$ cat config.mk
export PLATFORM = sky130hd
export DESIGN_NAME = cblt_mul
export DESIGN_NICKNAME = d
export VERILOG_FILES = /design/src/rtl/core/cblt_pkg.sv /design/src/rtl/core/cblt_mul.sv
export SDC_FILE = /design/constraint.sdc
export NUM_CORES = 2
export LEC_CHECK = 0
export BUFFER_PORTS_ARGS = -buffer_cell sky130_fd_sc_hd__buf_4
export CAP_MARGIN = 5
export CORE_ASPECT_RATIO = 1.1
export CORE_MARGIN = 10
export CORE_UTILIZATION = 35
export CTS_BUF_LIST = sky130_fd_sc_hd__clkbuf_16
export CTS_CLUSTER_SIZE = 14
export DETAILED_ROUTE_END_ITERATION = 7
export GPL_TIMING_DRIVEN = 0
export MAX_ROUTING_LAYER = met4
export SLEW_MARGIN = 30
export SYNTH_ARGS = -nofsm -noshare
export SYNTH_HDL_FRONTEND = slang
export SYNTH_SLANG_ARGS = --single-unit
$ cat constraint.sdc
create_clock -name clk_i -period 18.7 [get_ports clk_i]
set_input_delay 3.74 -clock clk_i [delete_from_list [all_inputs] [get_ports clk_i]]
set_output_delay 3.74 -clock clk_i [all_outputs]
set_load 0.05 [all_outputs]
$ cat src/rtl/core/cblt_pkg.sv
package cblt_pkg;

  localparam int VAL_W     = 16;
  localparam int CMD_W     = 2;
  localparam int IDX_W     = 4;
  localparam int CFG_W     = 5;
  localparam int CFG_IDX_W = 2;
  localparam int W_W       = 16;
  localparam int DEN_W     = 32;
  localparam int MUL_W     = 33;
  localparam int ACC_W     = 50;
  localparam int QUO_W     = 17;
  localparam int LO_W      = 8;

  localparam int DEF_MAX_X_POINTS = 16;
  localparam int DEF_MAX_Y_POINTS = 16;

  localparam logic [CMD_W-1:0] CMD_QUERY = 2'd0;
  localparam logic [CMD_W-1:0] CMD_WR_X  = 2'd1;
  localparam logic [CMD_W-1:0] CMD_WR_Y  = 2'd2;
  localparam logic [CMD_W-1:0] CMD_WR_G  = 2'd3;

  localparam logic [CFG_IDX_W-1:0] CFG_X_POINTS = 2'd0;
  localparam logic [CFG_IDX_W-1:0] CFG_Y_POINTS = 2'd1;

  typedef struct packed {
    logic                    done;
    logic                    bracket;
    logic [LO_W-1:0]         lo;
    logic signed [VAL_W-1:0] lo_val;
    logic signed [VAL_W-1:0] hi_val;
  } srch_res_t;

endpackage

$ cat src/rtl/core/cblt_mul.sv
module cblt_mul import cblt_pkg::*; (
  input  logic                    clk_i,
  input  logic signed [MUL_W-1:0] a_i,
  input  logic signed [MUL_W-1:0] b_i,
  output logic signed [ACC_W-1:0] p_o
);

  logic signed [2*MUL_W-1:0] prod;
  logic signed [ACC_W-1:0]   p_q;

  assign prod = a_i * b_i;

  always_ff @(posedge clk_i) begin
    p_q <= ACC_W'(prod);
  end

  assign p_o = p_q;

endmodule

=== Word-level counts from Yosys, hierarchy flattened ===
Cells that the tools add are included.

* $mul: 1

{| class="wikitable"
|+ Operators by type and width
! cell !! number
|-
| $mul A33 B33 Y50 || 1
|}

* Register bits: 50
* Input bits: 67
* Output and inout port bits: 50
* Logic and storage cells: 2

=== Depth between registers and ports, before layout ===
* Depth after elaboration: 1
* Depth in mapped cells: 29
* Mapped depth without buffers: 26

=== Least setup slack after synthesis ===
OpenSTA, ideal clock, no wires.

* Path kind: input-to-reg
* Start: input port a_i[31]
* End: register p_q[46], in the netlist p_o[46]
* Library setup time: 0.072 ns
* Arrival time: 10.326 ns
* Data required time: 18.628 ns
* Path slack: 8.302 ns
* Stages: 26
* Path buffers: 3
* Path through: clkbuf_1 clkbuf_1 nand2_1 fa_1 fa_1 inv_1 fa_1 inv_1 fa_1 inv_1 fa_1 fa_1 fa_1 inv_1 fa_1 inv_1 ha_1 buf_2 and4_1 and3_1 and3_1 clkinv_1 a211oi_4 o2111ai_2 a31oi_2 xor2_1

* Word-level cells in the longest chain between the ends: 1

{| class="wikitable"
|+ RTL lines
! what !! RTL line !! text
|-
| start, declared || cblt_mul.sv:3 || <nowiki>input logic signed [MUL_W-1:0] a_i,</nowiki>
|-
| $mul A33 B33 Y50 || cblt_mul.sv:11 || <nowiki>assign prod = a_i * b_i;</nowiki>
|-
| named net prod[46] || cblt_mul.sv:8 || <nowiki>logic signed [2*MUL_W-1:0] prod;</nowiki>
|-
| end signal, assigned || cblt_mul.sv:14 || <nowiki>p_q <= ACC_W'(prod);</nowiki>
|-
| end, declared || cblt_mul.sv:9 || <nowiki>logic signed [ACC_W-1:0] p_q;</nowiki>
|}

The timed path passes the listed nets, and every way through them passes these cells.

=== Worst setup path after layout ===
* Start: input port a_i[20]
* End: register p_q[49], in the netlist p_o[49]

Same word-level chain as after synthesis.

==> flow_summary.ini <==
[status]
status = finished clean

[timing]
fmax_mhz = 77.1
hold_viol_final = 0
tns_ns = 0
setup_violations = 0
rsz0062_at_grt = no
slew_viol_final = 0
period_needed_ns = 12.96
relSlewSlack = 0.238
min_period_over_period = 0.693
tightest_slew_ns = 1.14

[synthesis]
ys_ff_latch = 50
synth.area.top_cells = fa_1 56%, inv_1 11%, and2_1 8.9%, ha_1 7.1%, nand2_1 6.0%
synth_top_area_share = 0.557
synthesis.nets = 4678
ys_seq_area_frac = 0.0309
synthArstFlopShare = 0
synth_cell_types = 56
synth_cells = 3525
avgSynthCellArea_sq_um = 9.20
synth.cell_area_sq_um = 32400
ys_warn_count = 0
synth-main-ff-cell = dfxtp_1
post-synth-top-area-cell = fa_1
synth-edff-count = 0

[grt]
track_usage = 0.246
grt_pass1_vias = 26700
grt_antenna_before_repair = 15
grt_max_degree = 17
gr-total-overflow = 0
grt_pass1_wl_um = 180000

[finish]
final_common_cell = inv_1
drive_gt1_frac = 0.0390
nFillCells = 9469
final_cell_mix = 930 x inv_1, 902 x fa_1, 518 x nand2_1
area_delta_synth_final_pct = 7.81
largest_reg_flops = 50
nets = 4797

[critical_path]
worstPathRequired_ns = 18.94
critical_path_class = in -> reg
crit_start = a_i[20]
worstPathArrival_ns = 13.20
worstSetupEndpoint = p_o[49]
start_kind = input port
crit_fanout = 10
worstSetupEndpointType = flop

[die]
dieHeight_um = 339
die_w_um = 310
io_pins = 117
core-area_sq_um = 92200
die_area_sq_um = 105000
start_util = 0.352
num_rows = 117

[min_path]
min_path_cells = 2
min_path_type = in -> reg

[drt]
vias = 24200
ant_nets = 0
firstDrtPassIters = 8
drt_iter0_markers = 1822
wl_per_cell_um = 25.4
remaining_drc_errors = 0
avgViaCountPerCell = 5.00
routed_wl_um = 123000

[clock_network]
hold_buffers = 0
post_cts_resized = 0
cts_tree = yes
htree_levels = 2
clk_pin_slew_ns = 0.08
cts_setup_buffers = 0
clockBufferDepth = 2
cts_sinks = 50
root_buffer = clkbuf_16
numCtsBuffers = 5

[place]
io_buffers = 111
place_congestion = 1.05
hpwlAfterDp_um = 105000

[job]
cap_viol_max_count = 0
worst max-delay path: stages:
cell	delay, ns
buf_4	0.13
clkbuf_1	0.76
clkbuf_1	0.72
nand2_1	0.21
fa_1	0.56
fa_1	0.53
inv_1	0.05
fa_1	0.47
inv_1	0.05
fa_1	0.53
inv_1	0.05
fa_1	0.48
fa_1	0.55
fa_1	0.52
inv_1	0.12
fa_1	0.51
inv_1	0.04
ha_1	0.63
nand2_1	0.16
nor4b_1	0.44
nand4_1	0.42
a21oi_1	0.52
nor4_4	0.16
nor3_1	0.49
o32ai_1	0.16
xnor2_1	0.16
worst min path at each step:
| stage | from | end | slack, ns |
|---|---|---|---|
| detailed placement | a_i[0] | p_o[0] | 4.09 |
| CTS | a_i[0] | p_o[0] | 3.71 |
| global placement | a_i[0] | p_o[0] | 4.09 |
| finish | a_i[0] | p_o[0] | 3.74 |
| floorplan | a_i[0] | p_o[0] | 3.87 |
| global route | a_i[0] | p_o[0] | 3.74 |
area by class of cell:
cell class              count  area, sq um  area share
multi-input cells        2360        27300       0.779
inverters                 931         3490      0.0999
well taps                1190         1490      0.0426
flip-flops and latches     50         1000      0.0286
repair buffers            112          845      0.0241
plain buffers             184          706      0.0202
clock buffers               5          125     0.00358
diodes                     14         35.0     0.00100
clock inverters             3         20.0    0.000572
kinds of logic (layout without fill, tap and decap cells):
group	count (synthesis)	after routing	synth area share
and+or+nand+nor	1061	1061	0.162
buffers and inverters	1115	1235	0.129
xor gates and xnor gates	83	83	0.0224
other	0	14	0
DFF	50	50	0.0309
AOI/OAI and AO/OA	130	130	0.0279
adders and majority gates	1086	1086	0.628
cells in the mapped netlist, types with 2 or more instances:
master,number
buf_2,3
inv_1,930
and2_1,459
o211ai_1,5
a221o_1,2
nand2_1,518
and3_1,11
nand3_1,8
o21ai_0,11
nor3_1,7
a211oi_1,3
o31ai_4,2
ha_1,184
o21ai_1,8
a21o_1,24
a21oi_1,41
xnor2_1,62
and4_1,2
clkbuf_1,181
fa_1,902
nand4_1,3
o21bai_1,4
o21a_1,5
dfxtp_1,50
xor2_1,21
a311oi_1,2
nor4_1,2
a31oi_1,5
nor2_1,32
nand2b_1,11
o31a_1,2
per-layer routing:
layer / vias up / routed length (um) / track usage
met5: - / 0 / -
met4: 0 / 6680 / 0.108
met3: 277 / 9780 / 0.0469
met2: 1044 / 59400 / 0.397
met1: 12800 / 47500 / 0.298
li1: 10200 / - / -
metrics by stage:
| stage | area (sq um) | hold WS [ns] | utilization | std cells | setup slack (ns) |
|---|---|---|---|---|---|
| 2_1_floorplan | 32400 | 3.87 | - | 3525 | 8.30 |
| 3_3_place_gp | 34800 | 4.09 | 0.377 | 4826 | 5.05 |
| 3_5_place_dp | 34800 | 4.09 | 0.377 | 4827 | 5.37 |
| 4_1_cts | 34900 | 3.71 | 0.379 | 4835 | 5.73 |
| 5_1_grt | 35000 | 3.74 | 0.379 | 4845 | 5.47 |
| 6_report | 35000 | 3.74 | 0.379 | 4849 | 5.74 |
Power is not shown: default switching activity piles up to over one toggle a cycle in this logic, so the estimate is an artifact.
