==> config.mk <==
export PLATFORM = sky130hd
export DESIGN_NAME = cblt_div
export DESIGN_NICKNAME = d
export VERILOG_FILES = /design/src/rtl/core/cblt_pkg.sv /design/src/rtl/core/cblt_div.sv
export SDC_FILE = /design/constraint.sdc
export NUM_CORES = 1
export LEC_CHECK = 0
export ABC_AREA = 1
export BUFFER_PORTS_ARGS = -buffer_cell sky130_fd_sc_hd__buf_2
export CORE_ASPECT_RATIO = 0.9
export CORE_MARGIN = 4
export CORE_UTILIZATION = 54
export DETAILED_ROUTE_END_ITERATION = 10
export MAX_ROUTING_LAYER = met4
export PLACE_DENSITY = 0.77
export SYNTH_ARGS = -nofsm -noshare
export SYNTH_HDL_FRONTEND = slang
export SYNTH_SLANG_ARGS = --single-unit
==> constraint.sdc <==
create_clock -name clk_i -period 3.15 [get_ports clk_i]
set_clock_uncertainty 0.2 [all_clocks]
set_input_delay 0.63 -clock clk_i [delete_from_list [all_inputs] [get_ports clk_i]]
set_output_delay 0.63 -clock clk_i [all_outputs]
set_load 0.005 [all_outputs]
==> src/rtl/core/cblt_pkg.sv <==
package cblt_pkg;

  localparam int VAL_W     = 16;
  localparam int CMD_W     = 2;
  localparam int IDX_W     = 4;
  localparam int CFG_W     = 5;
  localparam int CFG_IDX_W = 2;
  localparam int W_W       = 16;
  localparam int DEN_W     = 32;
  localparam int MUL_W     = 33;
  localparam int ACC_W     = 50;
  localparam int QUO_W     = 17;
  localparam int LO_W      = 8;

  localparam int DEF_MAX_X_POINTS = 16;
  localparam int DEF_MAX_Y_POINTS = 16;

  localparam logic [CMD_W-1:0] CMD_QUERY = 2'd0;
  localparam logic [CMD_W-1:0] CMD_WR_X  = 2'd1;
  localparam logic [CMD_W-1:0] CMD_WR_Y  = 2'd2;
  localparam logic [CMD_W-1:0] CMD_WR_G  = 2'd3;

  localparam logic [CFG_IDX_W-1:0] CFG_X_POINTS = 2'd0;
  localparam logic [CFG_IDX_W-1:0] CFG_Y_POINTS = 2'd1;

  typedef struct packed {
    logic                    done;
    logic                    bracket;
    logic [LO_W-1:0]         lo;
    logic signed [VAL_W-1:0] lo_val;
    logic signed [VAL_W-1:0] hi_val;
  } srch_res_t;

endpackage

==> src/rtl/core/cblt_div.sv <==
module cblt_div import cblt_pkg::*; (
  input  logic               clk_i,
  input  logic               rst_ni,
  input  logic               start_i,
  input  logic [ACC_W-1:0]   num_i,
  input  logic [DEN_W:0]     den_i,
  output logic               done_o,
  output logic [QUO_W-1:0]   quo_o
);

  logic [ACC_W-1:0] rem_q;
  logic [ACC_W-1:0] dv_q;
  logic [QUO_W-1:0] quo_q;
  logic [4:0]       step_q;
  logic             busy_q;
  logic             done_q;
  logic             ge;

  assign ge = (rem_q >= dv_q);

  always_ff @(posedge clk_i or negedge rst_ni) begin
    if (!rst_ni) begin
      busy_q <= 1'b0;
      done_q <= 1'b0;
    end else begin
      done_q <= 1'b0;
      if (start_i) begin
        busy_q <= 1'b1;
      end else if (busy_q && step_q == '0) begin
        busy_q <= 1'b0;
        done_q <= 1'b1;
      end
    end
  end

  always_ff @(posedge clk_i) begin
    if (start_i) begin
      rem_q  <= num_i;
      dv_q   <= ACC_W'(den_i) << (QUO_W - 1);
      quo_q  <= '0;
      step_q <= 5'(QUO_W - 1);
    end else if (busy_q) begin
      if (ge) begin
        rem_q <= rem_q - dv_q;
      end
      quo_q  <= {quo_q[QUO_W-2:0], ge};
      dv_q   <= dv_q >> 1;
      step_q <= step_q - 1'b1;
    end
  end

  assign done_o = done_q;
  assign quo_o  = quo_q;

endmodule

After elaboration in Yosys (flattened, before gate mapping)
Index checks and enable logic that the tools add are counted.
Word-level totals
  flip-flop bits (word level): 123
  bits in latches: 0
  bits in writable memories: 0
  memory bits (read-only): 0
  output and inout bits: 18
  memories kept: 0
Cells by class
  add/sub/neg operators: 2
  multipliers: 0
  divide/modulo/power cells: 0
  magnitude comparators: 1
  equality and inequality tests: 0
  shift operators: 0
  multiplexer cells: 9
  bitwise logic cells: 0
  reduce and logical (&&, ||, !) cells: 6
Operator list (count)
  50-bit two-way mux: 3
  49-bit two-way mux: 2
  50-bit by 49-bit greater-or-equal comparator with 1-bit output: 1
  50-bit by 49-bit subtractor with 50-bit output: 1
  2-bit nonzero test: 3
  5-bit zero test: 1
  5-bit by 1-bit subtractor with 5-bit output, second input constant: 1
  1-bit two-way mux: 4
  2-bit AND reduction: 1
  1-bit logical AND: 1

Depth between registers and ports, before layout
  depth in word-level cells: 4
  gate-level depth with buffers: 15
  depth with buffers taken out: 15

Worst setup path after synthesis
OpenSTA, ideal clock, no wires.
  path type: reg2reg
  from: register rem_q[0]
  to: register rem_q[0], enable pin
  library setup time: 0.409 ns
  data arrival time: 2.737 ns
  required time: 2.541 ns
  setup slack: -0.196 ns
  stages on the path, launching flop included: 15
  period minus slack after synthesis: 3.346 ns
  cell sequence: edfxtp_1 inv_1 ha_1 fa_1 inv_1 nand3_1 nand3_2 nand2_1 nand2_2 nand2_1 nand2_2 nand3_1 nand3_1 nand2_1 nand2_1
On the way
  word-level cells in the longest chain between the ends: 3
RTL lines
  start, declared: RTL line cblt_div.sv:11  | logic [ACC_W-1:0] rem_q;
  start signal, assigned: RTL line cblt_div.sv:38  | rem_q <= num_i;
  start signal, assigned: RTL line cblt_div.sv:44  | rem_q <= rem_q - dv_q;
  50-bit by 49-bit greater-or-equal comparator with 1-bit output: RTL line cblt_div.sv:19  | assign ge = (rem_q >= dv_q);
  2-bit nonzero test (no line)
  2-bit AND reduction (no line)
Every way passes these cells.
A chain may end at the register's enable or synchronous reset.

Final worst setup path
  from: register rem_q[0]
  to: register rem_q[19], enable pin
The elaborated chain is that of the path after synthesis.

==> summary.md <==
| Metric | Value |
|---|---|
| Routed WL | 27,200 um |
| Initial Util | 55.1% |
| Via density | 5.20 |
| Startpoint Class | register |
| Drt first-iter violations | 770 |
| Synth warn | 0 |
| Net Sw Power | 5520 uW |
| Die ar. | 0.0194 mm^2 |
| Max Cap Violations | 0 |
| Clock Tree Buf Depth | 2 |
| Internal Power | 5630 uW |
| CTS tree | yes |
| Fmax | between 300 and 400 MHz |
| VDD IR-drop max | 0.591 mV |
| Top cells by instance count after synthesis | 506 x nand2_1, 255 x inv_1, 83 x edfxtp_1 |
| Leak | between 0.005 and 0.006 uW |
| CTS buffer count | 17 |
| Global-route wire length before repair | 43,700 um |
| H-tree levels | 4 |
| Combinational share of power | about three fifths |
| Vias in the first global route | 8,440 |
| Die Ht | 132 um |
| Slew @ Worst Pin | 0.584 ns |
| Ant. Diodes | 0 |
| Main flop type after synthesis | edfxtp_1 |
| Post-Layout Cell Count | about 1,700 |
| Clock Latency Late Sink | 0.43 ns |
| Avg Cell Area, Syn | approximately 6.7 um^2 |
| Residual DRC | 0 |
| Register area share after synthesis | 35.5% |
| IO Count | 104 |
| Synth cell types | 40 |
| CP endpoint kind | register |
| Via count | 8,981 |
| Setup-failing EPs final | 0 |
| Area contributors post-synth | edfxtp_1 27%, nand2_1 20%, inv_1 10%, dfxtp_1 8.2%, ha_1 6.7% |
| Area grow syn2layout | 14.7% |
| Run status | complete, no violations |
| Reg2Reg Launch Point | rem_q[0] |
| Worst hold slack | roughly 0.26 ns |
| Root buf cell | clkbuf_16 |
| CP max stage delay | around 0.4 ns |
| Core area | 0.0169 mm^2 |
| Die width | around 150 um |
| Hold Crit Class | input pin to register |
| Number of synthesized flops with an enable pin | 83 |
| Reg-to-reg slack, setup | 0.32 ns |
| Critical R2R Capture | rem_q[19] |
| Fin crit share | 89.7% |
| Routability cong. | around 1.0 |
| All-Layer GR Usage | 29.2% |
| Hold_sp | den_i[32] |
| Hold path depth | 3 |
| WS Path Type | register to register |
| Largest net degree at the start of global routing | 65 |
| Fraction of layout instances using a drive strength above 1 | 16.0% |
| Power share of the clock group | 17.5% |
| Layout net count | between 1,500 and 2,000 |
| CP arrival | 2.73 ns |
| Net count after synthesis | 1,532 |
| FF+latch count, synth | 123 |
| Post-CTS sizing | 0 |
| Pwr Density | 1050 mW/mm^2 |
| Cell area after synthesis | 0.00930 mm^2 |
| Biggest area consumer among synthesized cells | edfxtp_1 |
| Most common cell in the netlist | nand2_1 |
| Max-slew headroom | 61.1% |
| Inst Count DP | 1,693 |
| CP Cell Sequence | inv_1 > ha_1 > fa_1 > inv_1 > nand3_1 > nand3_2 > nand2_1 > nand2_2 > nand2_1 > nand2_2 > nand3_1 > nand3_1 > nand2_1 > nand2_2 > buf_12 |
| Setup TNS | 0 ns |
| Period minus WS final | ~2.8 ns |
| IO buf count | 103 |
| Post-CTS setup buffers | 0 |
| Async S/R FF share, synth | roughly 1.6% |
| Placement Rows | 45 |
| Post-synth top area share | 26.8% |
| CP max stage cell | fa_1 |
| Antenna viol nets, final | 0 |
| Initial antenna violation count | 0 |
| Number of fill cells | 1,610 |
| Post-DP HPWL | between 20,000 and 25,000 um |
| RSZ-0062 raised after global routing | no |
| Seq pwr share | a little under a quarter |
| Clk slew on worst S/H paths | 0.06 ns |
| CTS sink cnt | between 100 and 150 |
| Final Slew Violations | 0 |
| Overflow after GRT | 0 |
| Switching part of the total power | approximately 50% |
| Max FO, Critical Path | 43 |
| WHS Endpoint | dv_q[48] |
| Post-Syn Instances | around 1,400 |
| Hold violation count in the final report | 0 |
| Wire per inst | 15.8 um |
| Worst EP required | 3.05 ns |
| Pre-antenna DRT Iters | 6 |
| Reg2reg path depth | 15 |
[state kept, by name (all words and copies together), names as in the netlist]
register  count
busy_q        1
done_o        1
dv_q         49
quo_o        17
rem_q        50
step_q        5
[power by group through the flow]
stage	combinational (uW)	clock, uW	sequential, uW
3_3_place_gp	6410	0	2550
2_1_floorplan	4760	0	2540
5_1_grt	7440	2050	2600
3_5_place_dp	6460	0	2580
6_report	6650	1950	2550
4_1_cts	6530	1980	2550
[worst max path at each step]
stage          startpoint   endpoint  slack (ns)  cells past startpoint
6_report         rem_q[0]  rem_q[19]        0.32                     15
5_1_grt          rem_q[0]  rem_q[21]        0.12                     15
4_1_cts          rem_q[0]  rem_q[19]        0.34                     15
3_5_place_dp     rem_q[0]  rem_q[22]        0.36                     15
3_3_place_gp     rem_q[0]  rem_q[31]        0.45                     15
2_1_floorplan    rem_q[0]   rem_q[0]        0.27                     14
[per-stage QoR]
step	setup WS [ns]	util [%]	power [uW]	instance area [um^2]
floorplan	0.275	-	7300	9300
global placement	0.451	59.6	8960	10100
detailed placement	0.363	59.6	9040	10100
CTS	0.336	63.1	11100	10700
global route	0.122	63.1	12100	10700
finish	0.323	63.1	11100	10700
[final cells by class]
| cell class | count | area (um^2) | share of cell area, % |
|---|---|---|---|
| clock buffer | 19 | 464 | 4.35 |
| clock inverter | 13 | 116 | 1.09 |
| inverter | 285 | 1070 | 10.0 |
| multi-input combinational | 963 | 4830 | 45.3 |
| sequential | 123 | 3300 | 31.0 |
| tap | 211 | 264 | 2.48 |
| timing repair buffer | 112 | 613 | 5.75 |
[logic make-up after synthesis]
family	Yosys count	share of synthesized area (%)
buf+inv	309	12.5
flops	123	35.5
compound gates	145	8.56
simple gates	753	35.1
xor+xnor	14	1.32
fa+ha+maj	51	6.94
[worst max-delay path, delay by kind of cell, from the launching register on]
family                     cells  cell delay (ns)
and+or+nand+nor               10             0.91
buffers and inverters          3             0.43
DFF                            1             0.32
adders and majority gates      2             0.62
[per-layer routing]
layer	up-vias	track usage (%)	routed length [um]
met3	32	4.32	1950
met4	0	6.79	529
met5	-	-	0
met1	4050	43.5	13300
met2	320	42.0	11400
li1	4579	-	-
[placed cells by master, fill, tap and decap left out, types with 2 or more instances in the layout]
master / n
o22ai_1: 30
inv_1: 254
clkbuf_16: 18
nor2_1: 66
buf_2: 102
nor2_2: 15
buf_4: 7
nand2_2: 32
o21ai_0: 51
xnor2_1: 9
nand2_1: 505
o21bai_1: 6
dfrtp_1: 2
inv_8: 3
nand3_1: 78
nor3_2: 5
buf_12: 2
nand4_1: 11
clkinv_1: 7
nand3_2: 3
inv_4: 2
nor2_4: 9
or2_1: 6
a21oi_1: 48
xor2_1: 5
o21bai_2: 2
inv_2: 24
ha_1: 50
or2_2: 6
dfxtp_1: 38
nor3_1: 5
nor4_1: 3
o21ai_1: 6
inv_6: 8
edfxtp_1: 83
nand3b_1: 4
[timing repair]
item,in CTS,in global routing
hold buffers,1,0
endpoints found under the hold margin,2,0
endpoints found under the setup margin,0,0
Power figures use the tool's default switching activity.
