===== src/rtl/core/cblt_pkg.sv =====
package cblt_pkg;

  localparam int VAL_W     = 16;
  localparam int CMD_W     = 2;
  localparam int IDX_W     = 4;
  localparam int CFG_W     = 5;
  localparam int CFG_IDX_W = 2;
  localparam int W_W       = 16;
  localparam int DEN_W     = 32;
  localparam int MUL_W     = 33;
  localparam int ACC_W     = 50;
  localparam int QUO_W     = 17;
  localparam int LO_W      = 8;

  localparam int DEF_MAX_X_POINTS = 16;
  localparam int DEF_MAX_Y_POINTS = 16;

  localparam logic [CMD_W-1:0] CMD_QUERY = 2'd0;
  localparam logic [CMD_W-1:0] CMD_WR_X  = 2'd1;
  localparam logic [CMD_W-1:0] CMD_WR_Y  = 2'd2;
  localparam logic [CMD_W-1:0] CMD_WR_G  = 2'd3;

  localparam logic [CFG_IDX_W-1:0] CFG_X_POINTS = 2'd0;
  localparam logic [CFG_IDX_W-1:0] CFG_Y_POINTS = 2'd1;

  typedef struct packed {
    logic                    done;
    logic                    bracket;
    logic [LO_W-1:0]         lo;
    logic signed [VAL_W-1:0] lo_val;
    logic signed [VAL_W-1:0] hi_val;
  } srch_res_t;

endpackage


===== src/rtl/core/cblt_search.sv =====
module cblt_search import cblt_pkg::*; #(
  parameter int DEPTH = DEF_MAX_X_POINTS,
  localparam int IW = (DEPTH > 1) ? $clog2(DEPTH) : 1
) (
  input  logic                    clk_i,
  input  logic                    rst_ni,
  input  logic                    wr_en_i,
  input  logic [IW-1:0]           wr_addr_i,
  input  logic signed [VAL_W-1:0] wr_data_i,
  input  logic                    start_i,
  input  logic [IW-1:0]           last_i,
  input  logic signed [VAL_W-1:0] coord_i,
  output srch_res_t               res_o
);

  logic signed [VAL_W-1:0] mem_q [DEPTH];
  logic signed [VAL_W-1:0] rd_q;
  logic signed [VAL_W-1:0] prev_q;
  logic signed [VAL_W-1:0] coord_q;
  logic [IW-1:0]           rd_addr;
  logic [IW-1:0]           cnt_q;
  logic [IW-1:0]           last_q;
  logic                    busy_q;
  logic                    done_q;
  logic                    bracket_q;
  logic [LO_W-1:0]         lo_q;
  logic signed [VAL_W-1:0] lo_val_q;
  logic signed [VAL_W-1:0] hi_val_q;
  logic                    fin;
  logic                    fin_br;
  logic [LO_W-1:0]         fin_lo;

  assign rd_addr = start_i ? '0 : cnt_q + 1'b1;

  always_ff @(posedge clk_i) begin
    if (wr_en_i) begin
      mem_q[wr_addr_i] <= wr_data_i;
    end
    rd_q <= mem_q[rd_addr];
  end

  always_comb begin
    fin    = 1'b0;
    fin_br = 1'b0;
    fin_lo = LO_W'(last_q);
    if (cnt_q == '0) begin
      if (coord_q <= rd_q) begin
        fin    = 1'b1;
        fin_lo = '0;
      end else if (cnt_q == last_q) begin
        fin = 1'b1;
      end
    end else begin
      if (coord_q < rd_q) begin
        fin    = 1'b1;
        fin_br = 1'b1;
        fin_lo = LO_W'(cnt_q - 1'b1);
      end else if (cnt_q == last_q) begin
        fin = 1'b1;
      end
    end
  end

  always_ff @(posedge clk_i or negedge rst_ni) begin
    if (!rst_ni) begin
      busy_q <= 1'b0;
      done_q <= 1'b0;
    end else if (start_i) begin
      busy_q <= 1'b1;
      done_q <= 1'b0;
    end else if (busy_q && fin) begin
      busy_q <= 1'b0;
      done_q <= 1'b1;
    end
  end

  always_ff @(posedge clk_i) begin
    if (start_i) begin
      cnt_q   <= '0;
      last_q  <= last_i;
      coord_q <= coord_i;
    end else if (busy_q) begin
      prev_q <= rd_q;
      if (fin) begin
        bracket_q <= fin_br;
        lo_q      <= fin_lo;
        lo_val_q  <= prev_q;
        hi_val_q  <= rd_q;
      end else begin
        cnt_q <= cnt_q + 1'b1;
      end
    end
  end

  assign res_o = '{done: done_q, bracket: bracket_q, lo: lo_q, lo_val: lo_val_q,
                   hi_val: hi_val_q};

endmodule


===== config.mk =====
export PLATFORM = sky130hd
export DESIGN_NAME = cblt_search
export DESIGN_NICKNAME = d
export VERILOG_FILES = /design/src/rtl/core/cblt_pkg.sv /design/src/rtl/core/cblt_search.sv
export SDC_FILE = /design/constraint.sdc
export NUM_CORES = 1
export LEC_CHECK = 0
export BUFFER_PORTS_ARGS = -buffer_cell sky130_fd_sc_hd__buf_4
export CAP_MARGIN = 30
export CORE_ASPECT_RATIO = 1.2
export CORE_MARGIN = 4
export CORE_UTILIZATION = 28
export DETAILED_ROUTE_END_ITERATION = 10
export PLACE_DENSITY = 0.41
export SYNTH_ARGS = -nofsm -noshare
export SYNTH_HDL_FRONTEND = slang
export SYNTH_SLANG_ARGS = --single-unit

===== constraint.sdc =====
create_clock -name clk_i -period 7.4 [get_ports clk_i]
set_input_delay 1.11 -clock clk_i [delete_from_list [all_inputs] [get_ports clk_i]]
set_output_delay 1.11 -clock clk_i [all_outputs]
set_load 0.005 [all_outputs]

* Word-level counts from Yosys, hierarchy flattened *
Memory sizes are Yosys's and may differ from the RTL's. A register that Yosys moved wholly into a read port is not among the register bits.
Index checks and enable logic that the tools add are counted.

storage, ports and cells
  flip-flop bits (word level) = 83
  bits in writable memories = 256
  input port bits = 44
  output and inout bits = 42
  logic and storage cells = 39
  memories = 1

memories
  name   words  width  rd ports  clocked after Yosys merged registers in  wr ports  RTL line           RTL
  mem_q  16     16     1         1                                        1         cblt_search.sv:16  logic signed [VAL_W-1:0] mem_q [DEPTH];

operators by class
  $add $sub $neg = 2
  order comparisons = 2
  equality and inequality tests = 1
  muxes and demuxes = 15
  bitwise gates (word level) = 2
  reduce and logical (&&, ||, !) cells = 6

operator list
  operator               count
  $le A16 B16 Y1         1
  $lt A16 B16 Y1         1
  $mux W8                2
  $mux W1                11
  $mux W4                2
  $sub A4 B1 Y5 const B  1
  $add A4 B1 Y4 const B  1
  $eq A4 B4 Y1           1
  $logic_not A4 Y1       1
  $reduce_and A2 Y1      2
  $reduce_and A3 Y1      1
  $not A1 Y1             2
  $reduce_bool A2 Y1     1
  $logic_and A1 B1 Y1    1

* Logic depth before layout (Yosys ltp) *
Gate-level depths: netlist of the first run.

  word-level depth = 7
  depth in mapped cells = 9
  depth with buffers taken out = 8

* Least setup slack after synthesis of the first run *
OpenSTA, ideal clock, no wires.

  path type = input to register
  start = input port start_i
  end = register bracket_q (enable)
  setup time = 0.402 ns
  data arrival time = 3.217 ns
  slack = 3.781 ns
  stages on the path = 3
  path buffers = 1
  cell sequence = buf_4 > nor2b_1 > o31a_1

on the way
  longest elaborated chain between the ends = 2

RTL lines
  element                      RTL line           RTL
  start: declaration           cblt_search.sv:10  input logic start_i,
  $not A1 Y1 (no line)         -
  $reduce_and A3 Y1 (no line)  -
  end signal: assignment       cblt_search.sv:85  bracket_q <= fin_br;
  end: declaration             cblt_search.sv:25  logic bracket_q;

No other way between the ends.
A chain may end at the register's enable or synchronous reset.

* Worst setup path after layout of the first run *
  start = input port start_i
  end = register rd_q[5] (read register of mem_q)

on the way
  longest elaborated chain between the ends = 1

RTL lines
  element           RTL line           RTL
  $mux W4           cblt_search.sv:33  assign rd_addr = start_i ? '0 : cnt_q + 1'b1;
  end: declaration  cblt_search.sv:17  logic signed [VAL_W-1:0] rd_q;

No other way between the ends.

==> summary.md, run 1 <==
| Metric | Value |
|---|---|
| Max-cap violations | `0` |
| Tot GR Track Use | `between 10 and 15%` |
| Vias in the first global route | `about 7300` |
| Synth warnings | `0` |
| Top-area cell type share of the netlist area | `between 70 and 80%` |
| Slowest-stage cell, CP | `buf_4` |
| Synth top area cells | `edfxtp_1 (73%), mux2i_1 (4.8%), mux4_2 (3.3%)` |
| Avg Inst Size Synth | `approximately 17 um2` |
| Leakage | `5.549 nW` |
| Worst Path Buf+Inv | `3` |
| Post-CTS Setup Bufs | `0` |
| Routed Antenna Nets | `0` |
| CP peak stage delay | `approximately 0.66 ns` |
| Cts-stage hold buffer count | `0` |
| Sequential fraction of the synthesis area | `between 70% and 80%` |
| RSZ-0062 raised after global routing | `no` |
| Setup WS post-layout | `approximately 3.7 ns` |
| Hold Worst Slack | `approximately 0.37 ns` |
| Gate Count Post-Synth | `800` |
| Die H | `between 200 and 250 um` |
| Initial antenna violation count | `4` |
| EDFF count, synth | `330` |
| Initial DRT Pass Iterations | `4` |
| Avg WL per Cell | `roughly 21 um` |
| Row cnt | `between 80 and 90` |
| R2r startpoint | `cnt_q[0]$_SDFFE_PP0P_` |
| Clk pin slew, worst setup/hold paths | `~0.060 ns` |
| Fin nets | `slightly below 1000` |
| Synthesis-to-layout area growth | `19.37%` |
| Multi-input gate area | `approximately 3000 um2` |
| Clock Sinks | `approximately 350` |
| Initial Util | `approximately 28%` |
| Largest net degree at the start of global routing | `60` |
| Syn Std Cell Area | `between 10000 and 15000 um2` |
| Yosys cell types | `48` |
| Dpl cell area | `approximately 15000 um2` |
| First-pass GRT wire length | `a little under 50000 um` |
| WL final | `approximately 32000 um` |
| Dpl hpwl | `roughly 19000 um` |
| Outcome | `complete, no violations` |
| Post-route cell area | `roughly 16000 um2` |
| Most common cell in the synthesized netlist | `edfxtp_1` |
| Tightest Hold Check Type | `in -> async` |
| I/O pins | `86` |
| # fillers | `~4600` |
| Switching part of the total | `26.81%` |
| Register area | `10360 um2` |
| CTS tree | `yes` |
| CTS Root Cell | `clkbuf_16` |
| Initial DRC Count | `between 400 and 500` |
| Worst-Margin Slew | `roughly 0.96 ns` |
| Setup CP Type | `in -> reg` |
| Combinational power share | `~18%` |
| Worst Path Arrival | `a little over 4 ns` |
| Ys flop type | `edfxtp_1` |
| Achievable frequency | `around 270 MHz` |
| R2r setup slk | `approximately 3.7 ns` |
| Reg2reg path depth | `8` |
| Final global-route overflow total | `0` |
| Post_cts resized | `0` |
| Final clock skew | `around 0.0069 ns` |
| Num CTS Buffers | `38` |
| Syn Nets | `863` |
| Final period utilization | `between 50% and 60%` |
| Setup TNS | `0 ns` |
| Synth area leader | `edfxtp_1` |
| Slew Limit Fails | `0` |
| Reg2reg end | `rd_q[5]$_DFF_P_` |
| Final RePlAce weighted congestion | `around 0.7` |
| Worst-path fanout max | `51` |
| Clk buf depth | `3` |
| Layout cells sized above 1 | `roughly 22%` |
| Crit-path cells | `buf_4 -> clkinv_1 -> nand2_2 -> buf_4 -> a211oi_1 -> a311oi_1 -> a211oi_1 -> a21oi_1` |
| Port Buffers | `85` |
| Synthesis-stage register bit count | `roughly 350` |
| Clock Latency Late Sink | `0.52 ns` |
| DIE WIDTH | `209.6 um` |
| Ys async rst share | `0.5682%` |
| Crit path max-delay family | `buffers and inverters` |
| Fin. Hold Viols | `0` |
| P_sw | `roughly 1.4 mW` |
| Internal | `approximately 4 mW` |
| Slew margin rel. | `a little over a third` |
| Crit start category | `primary input` |
| Setup violators final | `0` |
| Power Density | `approximately 330 nW/um2` |
| Full die area | `~52000 um2` |
| DP Worst Slack | `~3.1 ns` |
| Number of diodes | `0` |
| Post-layout min period | `3.745 ns` |
| Core area | `around 48000 um2` |
| Via density | `approximately 4.5` |
| Via count | `roughly 7000` |
| Clock power frac | `between 30% and 40%` |
| Critical Path RT | `7.78 ns` |
| Sequential share of power | `between 40 and 50%` |
| Residual DRC | `0` |
| Synth cell count leaders | `edfxtp_1 (330), nand2_1 (75), mux2i_1 (65)` |
| Peak VDD IR | `~0.15 mV` |
| H-tree depth | `2` |
| Crit. End Element | `flip-flop` |
[cell usage in the layout, fill, tap and decap left out, drive strengths merged, types with 3 or more instances in the layout]
cell type / instances
a211oi: 45
a21o: 4
a21oi: 21
a311oi: 15
a31oi: 16
buf: 104
clkbuf: 50
clkinv: 15
dfxtp: 20
edfxtp: 330
ha: 19
inv: 21
mux2i: 65
mux4: 20
nand2: 77
nand2b: 5
nand3: 3
nand4: 6
nor2: 19
nor2b: 33
nor3: 6
or3: 3
xnor2: 6
[cell families after synthesis]
group,after synthesis,synth area share [%]
buf+inv,66,2.272
fa+ha+maj,19,1.741
xor+xnor,7,0.5039
simple gates,162,5.900
compound gates,107,5.497
flops,352,75.86
mux,87,8.227
[area by class of cell]
cell class / count / share of cell area [%]
Inverter: 22 / 0.5066
Clock buffer: 50 / 6.501
Timing Repair Buffer: 104 / 4.966
Sequential cell: 352 / 63.57
Tap cell: 630 / 4.835
Multi-Input combinational cell: 382 / 18.83
Clock inverter: 17 / 0.7829
[sequential cells by signal (all words and copies together), names as in the netlist]
register and count:
bracket_q 1, busy_q 1, cnt_q 4, coord_q 16, done_q 1, hi_val_q 16, last_q 4, lo_q 5
lo_val_q 16, mem_q 256, prev_q 16, rd_q 16
[routing by layer]
layer,GRT usage [%],up-vias,part of all wire [%]
li1,-,3313,-
met1,16.01,3505,44
met2,20.48,142,49
met3,2.276,55,4.3
met4,3.786,2,2.6
met5,0,-,0.040
[per-stage QoR]
stage	power [mW]	instances	util [%]
finish	5.347	1557	33.88
global route	5.637	1557	33.88
CTS	5.451	1557	33.88
detailed placement	3.611	1490	31.41
global placement	3.603	1487	31.31
floorplan	3.194	800	-
[worst max path at each step]
stage / startpoint / cells after the start / endpoint / slack, ns
2_1_floorplan: start_i / 3 / bracket_q$_SDFFCE_PP0P_ / 3.78
6_report: start_i / 8 / rd_q[5]$_DFF_P_ / 3.65
5_1_grt: start_i / 8 / rd_q[5]$_DFF_P_ / 3.36
3_3_place_gp: start_i / 8 / rd_q[5]$_DFF_P_ / 3.07
4_1_cts: cnt_q[0]$_SDFFE_PP0P_ / 8 / rd_q[5]$_DFF_P_ / 3.62
3_5_place_dp: start_i / 8 / rd_q[5]$_DFF_P_ / 3.06
[power by group through the flow]
stage | logic (mW) | registers (mW) | clock network, mW
2_1_floorplan | 0.665 | 2.53 | 0
3_3_place_gp | 1.00 | 2.60 | 0
3_5_place_dp | 1.01 | 2.60 | 0
4_1_cts | 1.02 | 2.56 | 1.88
5_1_grt | 1.10 | 2.57 | 1.97
6_report | 0.984 | 2.55 | 1.82
[worst register-to-register path: cells and delay by family (launching register included)]
family	cells	cell delay [ns]
buffers and inverters	2	0.98
AOI/OAI and AO/OA	4	0.89
adders and majority gates	1	0.39
DFF	1	0.73
and+or+nand+nor	1	0.54
(Power assumes the default switching activity.)
==> run 2, diff against run 1 <==
- clock period: 7.4 -> 3.85 ns (I/O delays scaled with it)
==> run 2 against run 1 <==
Net effect:
- sequential power rose by 92%
- register-to-register slack worse by 3.0 ns
- global-route usage up 0.29 points
- cell count is 0.45% higher
- clock skew increased by 0.0045 ns
- critical path depth is the same
- first-iteration DRC count fell by 34%
- via count is 0.17% higher
- clock power is 91% higher
- clock-buffer cell count fell by 1
- wire length is 2.5% higher
- critical path type is now reg -> reg
- critical endpoint is now hi_val_q[0]$_DFFE_PP_
- largest cell class unchanged
- largest power group unchanged
- highest routed layer unchanged
==> summary.md, run 2 (synthesized netlist as in run 1, its figures left out) <==
| Metric | Value |
|---|---|
| Hold Worst Slack | `0.2257 ns (-0.1436 ns)` |
| Peak VDD IR | `0.2751 mV (+81%)` |
| Final global-route overflow total | `0 (unchanged)` |
| Fin. Hold Viols | `0 (unchanged)` |
| Initial Util | `28.38% (unchanged)` |
| Post_cts resized | `0 (unchanged)` |
| Tightest Hold Check Type | `in -> reg` |
| Synthesis-to-layout area growth | `19.73%` |
| Final RePlAce weighted congestion | `0.7079 (+1.6%)` |
| Power Density | `629.3 nW/um2 (+92%)` |
| Cts-stage hold buffer count | `1 (+1)` |
| Crit-path cells | `inv_1 -> ha_1 -> nand4_1 -> nor3_1 -> o21ai_0 -> a31oi_1 -> o31a_2 -> buf_4` |
| Layout cells sized above 1 | `22.70% (+0.58 points)` |
| Achievable frequency | `320.2 MHz` |
| Number of diodes | `0 (unchanged)` |
| Dpl hpwl | `19490 um (+2.6%)` |
| Row cnt | `88 (unchanged)` |
| Crit. End Element | `flip-flop` |
| First-pass GRT wire length | `49070 um (+1.5%)` |
| Top reg by flops | `mem_q` |
| Max-cap violations | `0 (unchanged)` |
| Clock Latency Late Sink | `0.52 ns (about the same)` |
| Final period utilization | `81.12%` |
| Post-route cell area | `16350 um2 (+0.31%)` |
| Routed Antenna Nets | `0 (unchanged)` |
| Fin nets | `971 (+0.83%)` |
| RSZ-0062 raised after global routing | `no` |
| Outcome | `complete, no violations` |
| Num CTS Buffers | `38 (unchanged)` |
| Clk pin slew, worst setup/hold paths | `0.06 ns (about the same)` |
| Full die area | `52390 um2 (unchanged)` |
| Slew Limit Fails | `0 (unchanged)` |
| Tot GR Track Use | `12.47% (+0.29 points)` |
| Core area | `48120 um2 (unchanged)` |
| Via count | `7029 (+0.17%)` |
| Setup CP Type | `reg -> reg` |
| Post-CTS Setup Bufs | `0 (unchanged)` |
| Via density | `4.494 (-0.28%)` |
| Worst Path Arrival | `3.29 ns (-0.83 ns)` |
| Clock Sinks | `352 (unchanged)` |
| Worst-Margin Slew | `0.9100 ns (-0.04556 ns)` |
| CP peak stage delay | `0.57 ns (-0.09 ns)` |
| Final Util | `33.98% (+0.10 points)` |
| Initial DRT Pass Iterations | `4 (unchanged)` |
| Max reg flops | `256 (unchanged)` |
| Critical Path RT | `4.01 ns (-3.77 ns)` |
| I/O pins | `86 (unchanged)` |
| Leakage | `5.592 nW (+0.78%)` |
| CTS tree | `yes` |
| DIE WIDTH | `209.6 um (unchanged)` |
| Slew margin rel. | `39.33% (+3.3 points)` |
| Setup TNS | `0 ns (unchanged)` |
| Clk buf depth | `3 (unchanged)` |
| Slowest-stage cell, CP | `a31oi_1` |
| Crit start category | `flip-flop` |
| Port Buffers | `85 (unchanged)` |
| Commonest non-fill, non-tap cells in the layout | `edfxtp_1 (330), buf_4 (108), nand2_1 (74)` |
| H-tree depth | `2 (unchanged)` |
| Largest net degree at the start of global routing | `62 (+3.3%)` |
| Final clock skew | `0.01136 ns (+0.004503 ns)` |
| Vias in the first global route | `7380 (+1.3%)` |
| WL final | `33130 um (+2.5%)` |
| Initial DRC Count | `284 (-34%)` |
| Residual DRC | `0 (unchanged)` |
| Commonest non-fill, non-tap cell in the layout | `edfxtp_1` |
| Initial antenna violation count | `1 (-3)` |
| Dpl cell area | `15170 um2 (+0.37%)` |
| Die H | `249.9 um (unchanged)` |
| Setup violators final | `0 (unchanged)` |
| CTS Root Cell | `clkbuf_16` |
| Worst-path fanout max | `39 (-24%)` |
| Post-layout min period | `approximately 3.1 ns` |
| Avg WL per Cell | `21.18 um (+2.1%)` |
## run 2: cell type report
| type | instances | area, um2 |
|---|---|---|
| well taps | 630 | 788.3 |
| clock buffers | 49 | 1044 |
| clock inverters | 17 | 127.6 |
| multi-input cells | 382 | 3065 |
| inverters | 22 | 82.58 |
| fillers | 4618 | 31760 |
| repair buffers | 112 | 880.8 |
| flip-flops and latches | 352 | 10360 |
## run 2: routing by layer
layer,GRT usage [%],wire length [um],vias up
met5,0,20,-
met4,3.469,755,2
met3,1.999,1289,51
met2,21.85,16580,137
met1,16.02,14490,3517
li1,-,-,3322
## run 2: worst paths after layout
| path | startpoint | end | slack [ns] | cells past startpoint |
|---|---|---|---|---|
| max | rd_q[7]$_DFF_P_ | hi_val_q[0]$_DFFE_PP_ | 0.73 | 8 |
| min | coord_i[12] | coord_q[12]$_DFFE_PP_ | 0.23 | 1 |
| max reg2reg | rd_q[7]$_DFF_P_ | hi_val_q[0]$_DFFE_PP_ | 0.73 | 8 |
| min reg2reg | prev_q[6]$_DFFE_PP_ | lo_val_q[6]$_DFFE_PP_ | 0.42 | 0 |
| max in group asynchronous | rst_ni | busy_q$_DFFE_PN0P_ | 3.37 | 2 |
| min in group asynchronous | rst_ni | done_q$_DFFE_PN0P_ | 0.38 | 2 |
## run 2: critical path: cells and delay by family (launching register included)
family	cells	cell delay, ns
DFF	1	0.39
buffers and inverters	2	0.49
AOI/OAI and AO/OA	3	1.02
adders and majority gates	1	0.32
and+or+nand+nor	2	0.51
## run 2: power breakdown
part / total, mW / internal [mW] / switching (mW)
Combinational: 1.93 / 0.812 / 1.12
Sequential: 4.89 / 4.66 / 0.229
Clock: 3.47 / 2.04 / 1.43
## run 2: metrics by stage
stage | cells | setup WS [ns] | power, mW
after floorplan | 800 | 0.7635 | 6.138
after global placement | 1497 | 0.6562 | 6.960
after detailed placement | 1497 | 0.6276 | 6.967
after CTS | 1564 | 0.6113 | 10.49
after global routing | 1564 | 0.4597 | 10.82
final | 1564 | 0.7270 | 10.29
==> run 3, diff against run 2 <==
- ABC_AREA: unset -> 1
- clock period: 3.85 -> 3 ns (I/O delays scaled with it)
==> run 3 against run 2 <==
Net effect:
- combinational power grew 56%
- via count grew 15%
- wire length grew 6.6%
- hold slack lost 0.13 ns
- die area shrank 0.35%
==> summary.md, run 3 <==
| Metric | Value |
|---|---|
| Outcome | `complete, no violations` |
| Sequential fraction of the synthesis area | `76.14% (+0.28 points)` |
| Worst-path fanout max | `26 (-33%)` |
| CTS tree | `yes` |
| Layout cells sized above 1 | `17.97% (-4.7 points)` |
| Final Util | `34.04% (+0.057 points)` |
| Number of diodes | `0 (unchanged)` |
| Top reg by flops | `mem_q` |
| Crit-path cells | `inv_1 -> ha_1 -> nand2_1 -> inv_1 -> nand3_1 -> nor2_1 -> nand3_1 -> o21ai_0 -> nor2_1 -> nor2_4 -> buf_12` |
| Crit path max-delay family | `simple AND/OR/NAND/NOR gates` |
| Commonest non-fill, non-tap cell in the layout | `edfxtp_1` |
| Crit start category | `flip-flop` |
| Worst Setup EP | `hi_val_q[6]$_DFFE_PP_` |
| CP startpoint | `rd_q[15]$_DFF_P_` |
| Critical Path RT | `3.23 ns (-0.78 ns)` |
| Syn Std Cell Area | `13610 um2 (-0.37%)` |
| Final RePlAce weighted congestion | `0.7235 (+2.2%)` |
| Post-layout min period | `2.584 ns (-0.5388 ns)` |
| Fin nets | `1160 (+19%)` |
| Post-CTS Setup Bufs | `0 (unchanged)` |
| Ys async rst share | `0.5682% (unchanged)` |
| Final global-route overflow total | `0 (unchanged)` |
| Synth cell count leaders | `edfxtp_1 (330), nor2_1 (218), o21ai_0 (93)` |
| Residual DRC | `0 (unchanged)` |
| Via count | `8049 (+15%)` |
| R2r setup slk | `0.42 ns (-0.31 ns)` |
| Worst-Margin Slew | `0.9160 ns (+0.005963 ns)` |
| CTS Root Cell | `clkbuf_16` |
| Setup TNS | `0 ns (unchanged)` |
| Final period utilization | `86.14% (+5.0 points)` |
| Tightest Hold Check Type | `in -> reg` |
| Reg2reg end | `hi_val_q[6]$_DFFE_PP_` |
| DIE WIDTH | `209.2 um (-0.18%)` |
| WL final | `35320 um (+6.6%)` |
| Vias in the first global route | `8214 (+11%)` |
| Crit. End Element | `flip-flop` |
| Stages on the worst setup path | `11 (+3)` |
| Initial Util | `28.28% (-0.10 points)` |
| Avg WL per Cell | `20.14 um (-4.9%)` |
| Power Density | `844.7 nW/um2 (+34%)` |
| Synth area leader | `edfxtp_1` |
| Num CTS Buffers | `38 (unchanged)` |
| Largest net degree at the start of global routing | `70 (+13%)` |
| Leakage | `5.769 nW (+3.2%)` |
| Synthesis-stage register bit count | `352 (unchanged)` |
| Reg2reg path depth | `11 (+3)` |
| Min-Delay Startpoint | `coord_i[8]` |
| Synth top area cells | `edfxtp_1 (73%), nor2_1 (6.0%), o21ai_0 (3.4%)` |
| Clk buf depth | `3 (unchanged)` |
| Max reg flops | `256 (unchanged)` |
| Worst Path Arrival | `2.81 ns (-0.48 ns)` |
| Final clock skew | `0.01545 ns (+0.004089 ns)` |
| Dpl hpwl | `21520 um (+10%)` |
| Clock Sinks | `352 (unchanged)` |
| Core area | `48120 um2 (unchanged)` |
| Most common cell in the synthesized netlist | `edfxtp_1` |
| Tot GR Track Use | `13.30% (+0.83 points)` |
| Ys flop type | `edfxtp_1` |
| Clk pin slew, worst setup/hold paths | `0.06 ns (about the same)` |
| Setup violators final | `0 (unchanged)` |
| Initial DRT Pass Iterations | `4 (unchanged)` |
| Worst Path Buf+Inv | `3 (+1)` |
| Max-cap violations | `0 (unchanged)` |
| Commonest non-fill, non-tap cells in the layout | `edfxtp_1 (330), nor2_1 (200), buf_4 (114)` |
| Yosys cell types | `39 (-19%)` |
| Slew Limit Fails | `0 (unchanged)` |
| Full die area | `52200 um2 (-0.35%)` |
| Avg Inst Size Synth | `13.74 um2 (-19%)` |
| Synthesis-to-layout area growth | `20.38%` |
| Gate Count Post-Synth | `990 (+24%)` |
| Slew margin rel. | `38.93% (-0.40 points)` |
| Routed Antenna Nets | `0 (unchanged)` |
| Synth warnings | `0 (unchanged)` |
| Port Buffers | `85 (unchanged)` |
| H-tree depth | `2 (unchanged)` |
| Die H | `249.5 um (-0.18%)` |
| Row cnt | `88 (unchanged)` |
| I/O pins | `86 (unchanged)` |
| Clock Latency Late Sink | `0.54 ns (+0.02 ns)` |
| Achievable frequency | `387.0 MHz (+21%)` |
| Setup CP Type | `reg -> reg` |
| First-pass GRT wire length | `53160 um (+8.4%)` |
| Slowest-stage cell, CP | `dfxtp_1` |
| Via density | `4.589 (+2.1%)` |
| R2r startpoint | `rd_q[15]$_DFF_P_` |
| Top-area cell type share of the netlist area | `72.83% (+0.27 points)` |
| Initial DRC Count | `496 (+75%)` |
| RSZ-0062 raised after global routing | `no` |
| CP peak stage delay | `0.37 ns (-0.20 ns)` |
| Initial antenna violation count | `0 (-1)` |
| Peak VDD IR | `0.3520 mV (+28%)` |
| Syn Nets | `1053 (+22%)` |
| EDFF count, synth | `330 (unchanged)` |
| Fin. Hold Viols | `0 (unchanged)` |
| # fillers | `4656 (+0.82%)` |
[run 3: cell types whose count changed after synthesis, moves of 20 or more]
cell / delta
nor2_1: +201
o21ai_0: +91
mux2i_1: -65
a211oi_1: -45
nor2b_1: -33
o211ai_1: +31
inv_1: +26
o311ai_0: +24
o22ai_1: +23
clkbuf_1: +20
mux4_2: -20
[run 3: cell families (layout without fill, tap and decap cells)]
kind of cell / after synthesis / in the layout / synth area share [%]
buffers and inverters: 104 / 238 / 3.310
adders and majority gates: 19 / 19 / 1.747
xor gates and xnor gates: 4 / 4 / 0.2575
DFF: 352 / 352 / 76.14
and+or+nand+nor: 304 / 304 / 8.846
AOI/OAI and AO/OA: 207 / 207 / 9.701
[run 3: cell type report]
class / count / area, um2 / share of cell area, %
Timing Repair Buffer: 121 / 985.9 / 6.019
Multi-Input combinational cell: 534 / 2859 / 17.45
Tap cell: 630 / 788.3 / 4.812
Clock inverter: 21 / 192.7 / 1.176
Sequential cell: 352 / 10360 / 63.25
Clock buffer: 46 / 1002 / 6.119
Inverter: 50 / 191.4 / 1.169
[run 3: power by group]
part	total [mW]	internal [mW]	switching (mW)
combinational	3.02	1.09	1.93
sequential	6.26	6.04	0.223
clock	4.55	2.65	1.90
[run 3: repair_timing]
| action | 4_1_cts | 5_1_grt |
|---|---|---|
| hold buffers | 1 | 0 |
| gates resized for setup | 0 | 0 |
| endpoints found under the hold margin | 2 | 0 |
[run 3: metal layers]
metal / wire length, um / global-route usage [%] / vias to the layer above
li1: - / - / 3845
met3: 1378 / 2.351 / 48
met4: 625 / 3.208 / 0
met5: 0 / 0 / -
met2: 16700 / 21.78 / 143
met1: 16610 / 18.49 / 4013
[run 3: how the worst min path moves through the flow]
stage,slack [ns],depth (start not counted),end
floorplan,0.15,0,busy_q$_DFFE_PN0P_
global placement,0.24,1,done_q$_DFFE_PN0P_
detailed placement,0.25,1,done_q$_DFFE_PN0P_
CTS,0.07,1,coord_q[11]$_DFFE_PP_
global route,0.07,1,coord_q[8]$_DFFE_PP_
finish,0.1,1,coord_q[8]$_DFFE_PP_
[run 3: per-stage QoR]
stage                     total power [mW]  hold WS (ns)  setup slack (ns)  cells  instance area [um2]
after floorplan                      8.065        0.1544           0.02113    990                13610
after global placement               9.466        0.2434           0.02444   1685                15150
after detailed placement             9.491        0.2458            0.3718   1686                15170
after CTS                            14.10       0.07393            0.3604   1754                16380
after global routing                 14.66       0.07103            0.2220   1754                16380
final                                13.84       0.09765            0.4158   1754                16380
